==> src/npc_pkg.sv <==
`default_nettype none
package npc_pkg;

  localparam int DIV_STEPS = 32;

  localparam logic [1:0] CFG_NEAR_PLANE = 2'd0;
  localparam logic [1:0] CFG_X_SCALE    = 2'd1;
  localparam logic [1:0] CFG_Y_SCALE    = 2'd2;

  localparam logic signed [31:0] Q16_ONE  = 32'sd65536;
  localparam logic [31:0]        SAT_POS  = 32'h7FFF_FFFF;
  localparam logic [31:0]        SAT_NEG  = 32'h8000_0000;

  typedef struct packed {
    logic signed [31:0] ax;
    logic signed [31:0] ay;
    logic signed [31:0] az;
    logic signed [31:0] bx;
    logic signed [31:0] by_coord;
    logic signed [31:0] bz;
  } in_item_t;

  typedef struct packed {
    logic signed [31:0] sx_kept;
    logic signed [31:0] sy_kept;
    logic signed [31:0] sx_other;
    logic signed [31:0] sy_other;
    logic               was_clipped;
  } out_item_t;

  typedef struct packed {
    logic signed [31:0] near_plane;
    logic [31:0]        x_scale;
    logic [31:0]        y_scale;
  } cfg_t;

  // Moved endpoint (mv) and the endpoint that stays (st), with offset signs.
  typedef struct packed {
    logic               valid;
    logic               clipped;
    logic               neg_x;
    logic               neg_y;
    logic signed [31:0] mv_x;
    logic signed [31:0] mv_y;
    logic signed [31:0] mv_z;
    logic signed [31:0] st_x;
    logic signed [31:0] st_y;
    logic signed [31:0] st_z;
  } clip_side_t;

  typedef struct packed {
    logic valid;
    logic clipped;
    logic neg_kx;
    logic neg_ky;
    logic neg_ox;
    logic neg_oy;
  } proj_side_t;

  typedef struct packed {
    logic [63:0] work;
    logic [31:0] dvs;
    logic        ovf;
  } div_stage_t;

  // One restoring step: shift in the next dividend bit, subtract if it fits.
  function automatic div_stage_t div_step(div_stage_t s);
    logic [32:0] top;
    logic [32:0] diff;
    logic        qb;
    div_stage_t  r;
    top  = s.work[63:31];
    diff = top - {1'b0, s.dvs};
    qb   = (top >= {1'b0, s.dvs});
    r    = s;
    r.work = {(qb ? diff[31:0] : top[31:0]), s.work[30:0], qb};
    return r;
  endfunction

  function automatic logic [31:0] sat_q(logic [31:0] q, logic ovf, logic neg);
    logic [31:0] r;
    if (neg) begin
      if (ovf || (q > SAT_NEG)) r = SAT_NEG;
      else r = 32'd0 - q;
    end else begin
      if (ovf || (q > SAT_POS)) r = SAT_POS;
      else r = q;
    end
    return r;
  endfunction

endpackage
`default_nettype wire

==> src/npc_out.sv <==
`default_nettype none
module npc_out (
  input  wire logic                clk,
  input  wire logic                rst,
  input  wire npc_pkg::proj_side_t pside,
  input  wire logic [31:0]         qkx,
  input  wire logic [31:0]         qky,
  input  wire logic [31:0]         qox,
  input  wire logic [31:0]         qoy,
  input  wire logic                fkx,
  input  wire logic                fky,
  input  wire logic                fox,
  input  wire logic                foy,
  output logic                     out_valid,
  input  wire logic                out_ready,
  output npc_pkg::out_item_t       out_data,
  output logic                     adv
);

  npc_pkg::out_item_t item;
  npc_pkg::out_item_t skid_data;
  logic               skid_valid;

  always_comb begin
    item.sx_kept     = $signed(npc_pkg::sat_q(qkx, fkx, pside.neg_kx));
    item.sy_kept     = $signed(npc_pkg::sat_q(qky, fky, pside.neg_ky));
    item.sx_other    = $signed(npc_pkg::sat_q(qox, fox, pside.neg_ox));
    item.sy_other    = $signed(npc_pkg::sat_q(qoy, foy, pside.neg_oy));
    item.was_clipped = pside.clipped;
  end

  // The pipeline moves only while the skid register is free.
  assign adv = !skid_valid;

  always_ff @(posedge clk) begin
    if (rst) begin
      out_valid  <= 1'b0;
      skid_valid <= 1'b0;
    end else if (!skid_valid) begin
      if (!out_valid || out_ready) begin
        out_valid <= pside.valid;
        out_data  <= item;
      end else if (pside.valid) begin
        skid_valid <= 1'b1;
        skid_data  <= item;
      end
    end else if (out_ready) begin
      out_data   <= skid_data;
      skid_valid <= 1'b0;
    end
  end

  a_skid_fill: assert property (@(posedge clk) disable iff (rst)
    $rose(skid_valid) |-> $past(out_valid && !out_ready))
    else $error("skid filled without a stalled request");

  a_skid_out: assert property (@(posedge clk) disable iff (rst)
    skid_valid |-> out_valid)
    else $error("skid holds a request while output is empty");

  a_skid_drain: assert property (@(posedge clk) disable iff (rst)
    skid_valid && out_ready |=> !skid_valid)
    else $error("skid did not drain");

endmodule
`default_nettype wire

==> config.mk <==
export PLATFORM = sky130hd
export DESIGN_NAME = npc_out
export DESIGN_NICKNAME = d
export VERILOG_FILES = /design/src/npc_pkg.sv /design/src/npc_out.sv
export SDC_FILE = /design/constraint.sdc
export NUM_CORES = 1
export LEC_CHECK = 0
export ABC_CLOCK_PERIOD_IN_PS = 23600
export BUFFER_PORTS_ARGS = -buffer_cell sky130_fd_sc_hd__buf_2
export CORE_MARGIN = 4
export CORE_UTILIZATION = 50
export CTS_CLUSTER_SIZE = 16
export DETAILED_ROUTE_END_ITERATION = 10
export PLACE_DENSITY = 0.76
export SYNTH_ARGS = -nofsm -noshare
export SYNTH_HDL_FRONTEND = slang
export SYNTH_SLANG_ARGS = --single-unit
==> constraint.sdc <==
create_clock -name clk -period 23.6 [get_ports clk]
set_clock_uncertainty 0.05 [all_clocks]
set_input_delay 3.54 -clock clk [delete_from_list [all_inputs] [get_ports clk]]
set_output_delay 3.54 -clock clk [all_outputs]
set_load 0.02 [all_outputs]
==> impl_metrics.py, run 1 <==
metrics = {
    "outcome": {
        "status": "complete, no violations",
    },
    "place": {
        "dpl.cell_count": 2098,
        "placed_area_um2": 16470,
        "post-dp-hpwl_um": 29510,
        "io_buffers": 271,
        "globalplace.congestion": 0.9096,
    },
    "clocking": {
        "hold_buffers": 0,
        "clock_path_buffers": 3,
        "clkTransAtPathRegs_ns": 0.06,
        "cts_root_buffer": "clkbuf_16",
        "cts_tree": "built",
        "clkSinkCount": 260,
        "postCtsSetupBuffers": 0,
        "clk_latency_ns": 0.55,
        "ctsResizeCount": 0,
        "cts_buffers": 28,
        "htree_levels": 1,
    },
    "timing": {
        "holdWs_ns": 0.4695,
        "tns_ns": 0,
        "period_share_pct": 26.92,
        "tightest_slew_ns": 1.188,
        "slew_headroom_pct": 20.52,
        "layout_min_cycle_time_ns": 6.352,
        "setup_viol_count_final": 0,
        "slew_viol_final": 0,
        "rsz0062_at_grt": "false",
        "max_freq_mhz": 157.4,
        "finalHoldViolCount": 0,
    },
    "layout": {
        "fin_area_um2": 17420,
        "fillCellCount": 2455,
        "layout-area-overhead-vs-synth_pct": 16.87,
        "fin_cells": 2155,
        "final_layout_size_suffix_gt1_share_pct": 21.86,
        "fin_nets": 1889,
    },
    "detailed_routing": {
        "postRouteAntennaNets": 0,
        "wl_per_cell_um": 20.39,
        "routed-via-count": 13880,
        "drc_errors": 0,
        "vias_per_cell": 6.441,
        "detail_route.first_pass.iterations": 6,
        "wirelength_um": 43930,
        "drtIter0Drc": 1807,
    },
    "pwr": {
        "p_per_area_nw_per_um2": 66.82,
        "irDropWorstVdd_v": 0.00005567,
        "seqPwrFrac_pct": 46.9,
        "clkPwrFrac_pct": 38.6,
        "internal_power_w": 0.0008589,
        "p_leak_nw": 6.035,
        "p_sw_share_pct": 26.19,
        "power.switching_w": 0.0003048,
        "combPwrFrac_pct": 14.4,
    },
    "synthesis": {
        "synthTopCellsByCount": "258 x edfxtp_1, 181 x nor2_1, 158 x a21oi_1",
        "synth-async-reset-ratio_pct": 0,
        "ys_ff_latch": 260,
        "synth_cell_type_count": 73,
        "synthesis.nets": 1683,
        "yosysMostFrequentCell": "edfxtp_1",
        "syn_area_um2": 14900,
        "syn_inst": 1538,
        "yosys.area.top_type": "edfxtp_1",
        "yosysSeqAreaShare_pct": 52.26,
        "synth_top_area_share_pct": 51.99,
        "avgSynthCellArea_um2": 9.689,
        "netlist_top_cells_area": "edfxtp_1 52%, a21oi_1 5.3%, nor2_1 4.6%",
        "synth-edff-count": 258,
        "synth_warnings": 0,
        "synth-main-ff-cell": "edfxtp_1",
    },
    "die": {
        "start_util_pct": 51.36,
        "die_h_um": 180.6,
        "dieArea_um2": 32630,
        "placementRows": 62,
        "chipWidth_um": 180.6,
        "coreArea_um2": 29010,
        "ios": 272,
    },
    "critical_path": {
        "worstSetupStartpointType": "input pin",
        "worstPathCellList": "buf_2 -> or3_1 -> or4_1 -> nor4b_4 -> nor2_2 -> o41ai_1",
        "critPathMaxStageDelay_ns": 0.89,
        "endpoint_kind": "flip-flop",
        "path_max_fanout": 23,
        "crit_type": "in2reg",
        "cp_data_required_time_ns": 23.90,
        "crit_arrival_ns": 6.65,
        "r2r_slack_ns": 20.55,
        "critPathSlowestCell": "nor4b_4",
    },
    "grt": {
        "grt_usage_pct": 25.39,
        "grt_pass1_vias": 12910,
        "grt_pass1_wl_um": 69400,
        "antenna_found_initial": 4,
        "grt_max_degree": 87,
        "grt_overflow_total": 0,
    },
    "job": {
        "cap_violations": 0,
    },
    "hold_path": {
        "holdCritPathClass": "reg2reg",
    },
}
[final timing paths]
path                                     from              to  depth (start not counted)
worst min-delay path            skid_data[66]    out_data[66]                          2
worst min register to register  skid_data[66]    out_data[66]                          2
worst max register to register     skid_valid  skid_data[116]                          5
worst max-delay path                   qkx[5]   out_data[100]                          6
[power by group through the flow]
stage          sequential, W  combinational, W  clock [W]
2_1_floorplan       0.000581         0.0000782          0
3_3_place_gp        0.000555          0.000163          0
3_5_place_dp        0.000555          0.000166          0
4_1_cts             0.000546          0.000167   0.000456
5_1_grt             0.000548          0.000183   0.000478
6_report            0.000546          0.000168   0.000449
[cells by family (layout without fill, tap and decap cells)]
| kind of cell | count (synthesis) | count (layout) | share of synthesized area (%) |
|---|---|---|---|
| xor+xnor | 11 | 11 | 0.6465 |
| fa+ha+maj | 4 | 4 | 0.3359 |
| mux | 16 | 16 | 1.184 |
| other cells | 0 | 5 | 0 |
| simple gates | 596 | 596 | 20.07 |
| buf+inv | 159 | 387 | 4.148 |
| compound gates | 492 | 492 | 21.36 |
| flops | 260 | 260 | 52.26 |
[worst max-delay path, delay by kind of cell]
kind / cells / cell delay [ns]
AND/OR/NAND/NOR: 4 / 2.52
AO/OA/AOI/OAI: 1 / 0.45
buffers and inverters: 1 / 0.12
[state kept, by name (all words and copies together) (netlist names)]
signal and cells:
out_data 129, skid_valid 1, skid_data 129, out_valid 1
[cells in the final DEF (no fill, tap or decap), types with 5 or more instances in the layout]
cell	n
clkinv_2	11
a311oi_1	11
edfxtp_1	258
o31a_1	6
a31oi_1	21
o311ai_0	9
diode_2	5
buf_2	271
o31ai_1	48
nand3_1	33
o41ai_1	18
clkbuf_16	29
a21oi_1	158
and3_1	9
a2bb2oi_1	6
o21ai_0	76
and4_1	7
nand2_1	135
o2bb2ai_1	6
o211ai_1	12
xnor2_1	7
inv_1	41
o32ai_1	6
or3_1	21
or2_2	14
nand4_1	23
a221oi_1	17
a41oi_1	11
or4_1	33
mux2_2	13
buf_4	22
nor3_1	64
and2_1	5
o22ai_1	49
nor4_1	37
nor2_1	179
[layer usage]
metal | GRT usage [%] | share of wire (%) | vias up
li1 | - | - | 6447
met4 | 7.623 | 2.4 | 0
met2 | 39.45 | 46 | 793
met3 | 4.037 | 8.8 | 95
met1 | 36.95 | 43 | 6546
met5 | 0 | 0 | -
[through the flow]
stage | utilization, % | power [W] | worst slack (ns)
final | 60.03 | 0.001164 | 17.25
after global routing | 60.02 | 0.001209 | 16.97
after CTS | 59.98 | 0.001169 | 17.29
after detailed placement | 56.76 | 0.0007216 | 16.72
after global placement | 56.76 | 0.0007181 | 16.82
after floorplan | - | 0.0006594 | 5.821
[final cells by class]
class | count | area (um2) | area share [%]
repair buffers | 293 | 1521 | 8.736
well taps | 384 | 480.5 | 2.759
multi-input cells | 1119 | 6518 | 37.42
clock buffers | 32 | 737.0 | 4.232
inverters | 42 | 157.7 | 0.9052
diodes | 5 | 12.51 | 0.07184
clock inverters | 20 | 197.7 | 1.135
flip-flops and latches | 260 | 7791 | 44.74
Note: power is estimated with default switching activity, not from simulation.
==> run 2: changes to the inputs <==
- ABC_CLOCK_PERIOD_IN_PS: 23600 -> 6100
- clock period: 23.6 -> 6.1 ns (I/O delays scaled with it)
==> impl_metrics.py, run 2 (synthesis gave the netlist of run 1 again) <==
metrics = {
    "critical_path": {
        "path_max_fanout": 36,
        "r2r_slack_ns": 3.10,
        "critPathMaxStageDelay_ns": 0.71,
        "endpoint_kind": "flip-flop",
        "worstSetupStartpointType": "input pin",
        "crit_type": "in2reg",
        "worstPathCellList": "buf_2 -> nor4_1 -> nand4_1 -> nor4_4 -> nor3_2 -> buf_4 -> o41ai_1",
        "cp_data_required_time_ns": 6.40,
        "critPathSlowestCell": "nor4_4",
        "crit_arrival_ns": 3.73,
    },
    "layout": {
        "reg_top3": "out_data: 129 flops, skid_data: 129 flops",
        "fin_cells": 2153,
        "layout.cells.most_common": "buf_2",
        "layout-area-overhead-vs-synth_pct": 17.40,
        "final_cell_mix": "271 x buf_2, 258 x edfxtp_1, 179 x nor2_1",
        "fin_nets": 1890,
        "fillCellCount": 2470,
        "final_layout_size_suffix_gt1_share_pct": 22.01,
    },
    "pwr": {
        "p_per_area_nw_per_um2": 264.5,
        "p_leak_nw": 6.062,
        "finalPower_w": 0.004627,
        "irDropWorstVdd_v": 0.0002191,
    },
    "timing": {
        "setup_viol_count_final": 0,
        "slew_viol_final": 0,
        "tightest_slew_ns": 1.157,
        "period_share_pct": 56.13,
        "tns_ns": 0,
        "max_freq_mhz": 292.1,
        "finalHoldViolCount": 0,
        "rsz0062_at_grt": "false",
        "slew_headroom_pct": 22.60,
        "setup_slack_ns": 2.676,
        "layout_min_cycle_time_ns": 3.424,
    },
    "place": {
        "dpl.cell_count": 2098,
        "post-dp-hpwl_um": 29260,
        "dp_slack_ns": 2.180,
        "globalplace.congestion": 0.9284,
        "io_buffers": 271,
    },
    "clocking": {
        "cts_root_buffer": "clkbuf_16",
        "postCtsSetupBuffers": 0,
        "clock_path_buffers": 3,
        "clkSinkCount": 260,
        "clkTransAtPathRegs_ns": 0.07,
        "ctsResizeCount": 0,
        "cts_tree": "built",
        "htree_levels": 1,
        "clk_latency_ns": 0.55,
        "hold_buffers": 0,
        "cts_buffers": 29,
    },
    "detailed_routing": {
        "wl_per_cell_um": 20.35,
        "wirelength_um": 43820,
        "vias_per_cell": 6.498,
        "detail_route.first_pass.iterations": 6,
        "routed-via-count": 13990,
        "drc_errors": 0,
        "drtIter0Drc": 1868,
        "postRouteAntennaNets": 0,
    },
    "die": {
        "die_h_um": 180.6,
        "start_util_pct": 51.36,
        "placementRows": 62,
        "chipWidth_um": 180.6,
        "coreArea_um2": 29010,
        "ios": 272,
        "dieArea_um2": 32630,
    },
    "grt": {
        "grt_usage_pct": 25.47,
        "antenna_found_initial": 2,
        "grt_max_degree": 97,
        "grt_overflow_total": 0,
        "grt_pass1_wl_um": 69760,
        "grt_pass1_vias": 12890,
    },
    "outcome": {
        "status": "complete, no violations",
    },
    "job": {
        "cap_violations": 0,
    },
    "hold_path": {
        "holdCritPathClass": "reg2reg",
    },
}
==> run 2: power breakdown <==
part	switching, W	total [W]	internal (W)
Clock	0.000739	0.00186	0.00112
Combinational	0.000441	0.000651	0.000210
Sequential	0.0000300	0.00211	0.00208
==> run 2: path summary, 6_finish.rpt <==
check / from / endpoint / depth (start not counted)
setup / recovery: qky[8] / out_data[66] / 7
hold / removal: skid_data[50] / out_data[50] / 2
setup reg to reg: skid_valid / out_data[77] / 5
hold reg to reg: skid_data[50] / out_data[50] / 2
==> run 2: stage by stage <==
step | util [%] | cell area, um2 | hold WS [ns]
after floorplan | - | 14920 | 0.4427
after CTS | 60.28 | 17490 | 0.4710
after global placement | 56.79 | 16480 | 0.4502
after detailed placement | 56.79 | 16480 | 0.4587
after global routing | 60.30 | 17490 | 0.4877
final | 60.30 | 17490 | 0.4674
==> run 2: metal layers <==
layer	share of wire (%)	vias to the layer above	global-route usage, %
met2	46	867	40.64
met5	0	-	0
met4	2.1	0	5.959
met1	42	6602	37.17
li1	-	6441	-
met3	10	80	3.613
==> run 2: critical path: cells and delay by family <==
kind                   cells  cell delay (ns)
and+or+nand+nor            4             1.99
buffers and inverters      2             0.43
AOI/OAI and AO/OA          1             0.37
==> run 2: area by class of cell <==
class,instances,area [um2],area share [%]
Antenna cell,2,5.005,0.02861
Clock buffer,30,729.5,4.170
Clock inverter,23,282.8,1.616
Timing Repair Buffer,293,1521,8.697
Sequential cell,260,7791,44.54
Multi-Input combinational cell,1119,6526,37.31
Inverter,42,157.7,0.9012
Tap cell,384,480.5,2.746
==> run 3: changes to the inputs <==
- ABC_CLOCK_PERIOD_IN_PS: 6100 -> 3310
- clock period: 6.1 -> 3.31 ns (I/O delays scaled with it)
==> impl_metrics.py, run 3 (synthesis gave the netlist of run 1 again) <==
metrics = {
    "clocking": {
        "clkSinkCount": 260,
        "clock_path_buffers": 3,
        "cts_tree": "built",
        "hold_buffers": 0,
        "clk_latency_ns": 0.54,
        "cts_root_buffer": "clkbuf_16",
        "cts_buffers": 29,
        "postCtsSetupBuffers": 0,
        "clkTransAtPathRegs_ns": 0.06,
        "ctsResizeCount": 0,
        "htree_levels": 1,
    },
    "die": {
        "placementRows": 62,
        "start_util_pct": 51.36,
        "coreArea_um2": 29010,
        "chipWidth_um": 180.6,
        "dieArea_um2": 32630,
        "die_h_um": 180.6,
        "ios": 272,
    },
    "critical_path": {
        "cp_data_required_time_ns": 3.55,
        "endpoint_kind": "flip-flop",
        "crit_type": "in2reg",
        "worstSetupStartpointType": "input pin",
        "crit_arrival_ns": 2.87,
        "path_max_fanout": 5,
    },
    "detailed_routing": {
        "drtIter0Drc": 1470,
        "detail_route.first_pass.iterations": 8,
        "drc_errors": 0,
        "postRouteAntennaNets": 0,
        "routed-via-count": 14130,
        "wl_per_cell_um": 20.25,
        "vias_per_cell": 6.403,
        "wirelength_um": 44670,
    },
    "pwr": {
        "irDropWorstVdd_v": 0.0004223,
        "p_leak_nw": 6.320,
        "p_per_area_nw_per_um2": 466.8,
    },
    "timing": {
        "period_share_pct": 79.61,
        "slew_viol_final": 0,
        "holdWs_ns": 0.09367,
        "slew_headroom_pct": 31.43,
        "layout_min_cycle_time_ns": 2.635,
        "rsz0062_at_grt": "false",
        "setup_slack_ns": 0.6750,
        "max_freq_mhz": 379.5,
        "setup_viol_count_final": 0,
        "tightest_slew_ns": 1.027,
        "finalHoldViolCount": 0,
    },
    "place": {
        "placed_area_um2": 16930,
        "dp_slack_ns": 0.1514,
        "io_buffers": 271,
        "post-dp-hpwl_um": 31050,
        "globalplace.congestion": 0.9613,
    },
    "layout": {
        "layout.cells.most_common": "buf_2",
        "reg_top3": "out_data: 129 flops, skid_data: 129 flops",
        "layout-area-overhead-vs-synth_pct": 20.08,
        "fin_area_um2": 17890,
        "final_cell_mix": "271 x buf_2, 258 x edfxtp_1, 180 x nor2_1",
        "fin_nets": 1942,
        "final_layout_size_suffix_gt1_share_pct": 23.97,
    },
    "grt": {
        "grt_overflow_total": 0,
        "grt_pass1_vias": 13490,
        "grt_max_degree": 87,
        "grt_pass1_wl_um": 71450,
        "grt_usage_pct": 26.16,
        "antenna_found_initial": 4,
    },
    "hold_path": {
        "holdCritPathClass": "in2reg",
    },
    "outcome": {
        "status": "complete, no violations",
    },
    "job": {
        "cap_violations": 0,
    },
}
==> run 3: cell types whose count changed in the layout (fill, tap and decap cells not counted), moves of 2 or more <==
cell        delta
clkbuf_8       +4
clkinv_2       -3
clkinvlp_4     -2
bufinv_16      -3
clkbuf_1       +4
buf_12         +4
buf_4         +48
==> run 3: layer usage <==
metal  up-vias  global-route usage [%]  wire (um)
li1       6534                       -          -
met5         -                       0         13
met2       801                   42.60      21180
met1      6687                   35.77      18010
met4         2                   7.713       1147
met3       102                   5.107       4322
==> run 3: layout make-up <==
| cell class | instances | area [um2] |
|---|---|---|
| Clock buffer | 38 | 799.5 |
| Tap cell | 384 | 480.5 |
| Antenna cell | 3 | 7.507 |
| Sequential cell | 260 | 7791 |
| Multi-Input combinational cell | 1119 | 6531 |
| Clock inverter | 15 | 157.7 |
| Timing Repair Buffer | 345 | 1962 |
| Fill cell | 2463 | 11120 |
| Inverter | 42 | 165.2 |
==> run 3: power breakdown <==
group          total [W]  internal, W  switching, W  leakage, nW
logic            0.00124     0.000412      0.000829         3.42
registers        0.00389      0.00384     0.0000476         2.44
clock network    0.00323      0.00192       0.00130        0.467
total            0.00835      0.00617       0.00218         6.32
==> run 3: path summary, 6_finish.rpt <==
path                 startpoint       endpoint  slack (ns)  depth (start not counted)
setup / recovery         qkx[0]  out_data[127]        0.68                          8
hold / removal         pside[4]   skid_data[0]        0.09                          1
hold reg to reg   skid_data[83]   out_data[83]        0.47                          2
setup reg to reg     skid_valid   out_data[77]        1.27                          5
==> run 3: per-stage QoR <==
stage | cells | TNS, ns | total power (W) | utilization (%)
final | 2206 | 0 | 0.008353 | 61.68
after global routing | 2206 | 0 | 0.008700 | 61.68
after CTS | 2203 | 0 | 0.008425 | 61.65
after detailed placement | 2150 | 0 | 0.005183 | 58.35
after global placement | 2150 | 0 | 0.005152 | 58.35
after floorplan | 1538 | -268.52 | 0.004685 | -
==> run 3: critical path, stage by stage <==
cell	delay, ns
buf_2	0.12
inv_1	0.05
ha_1	0.21
or4b_2	0.65
or3_4	0.39
or3_1	0.36
a221o_1	0.35
mux2_2	0.26
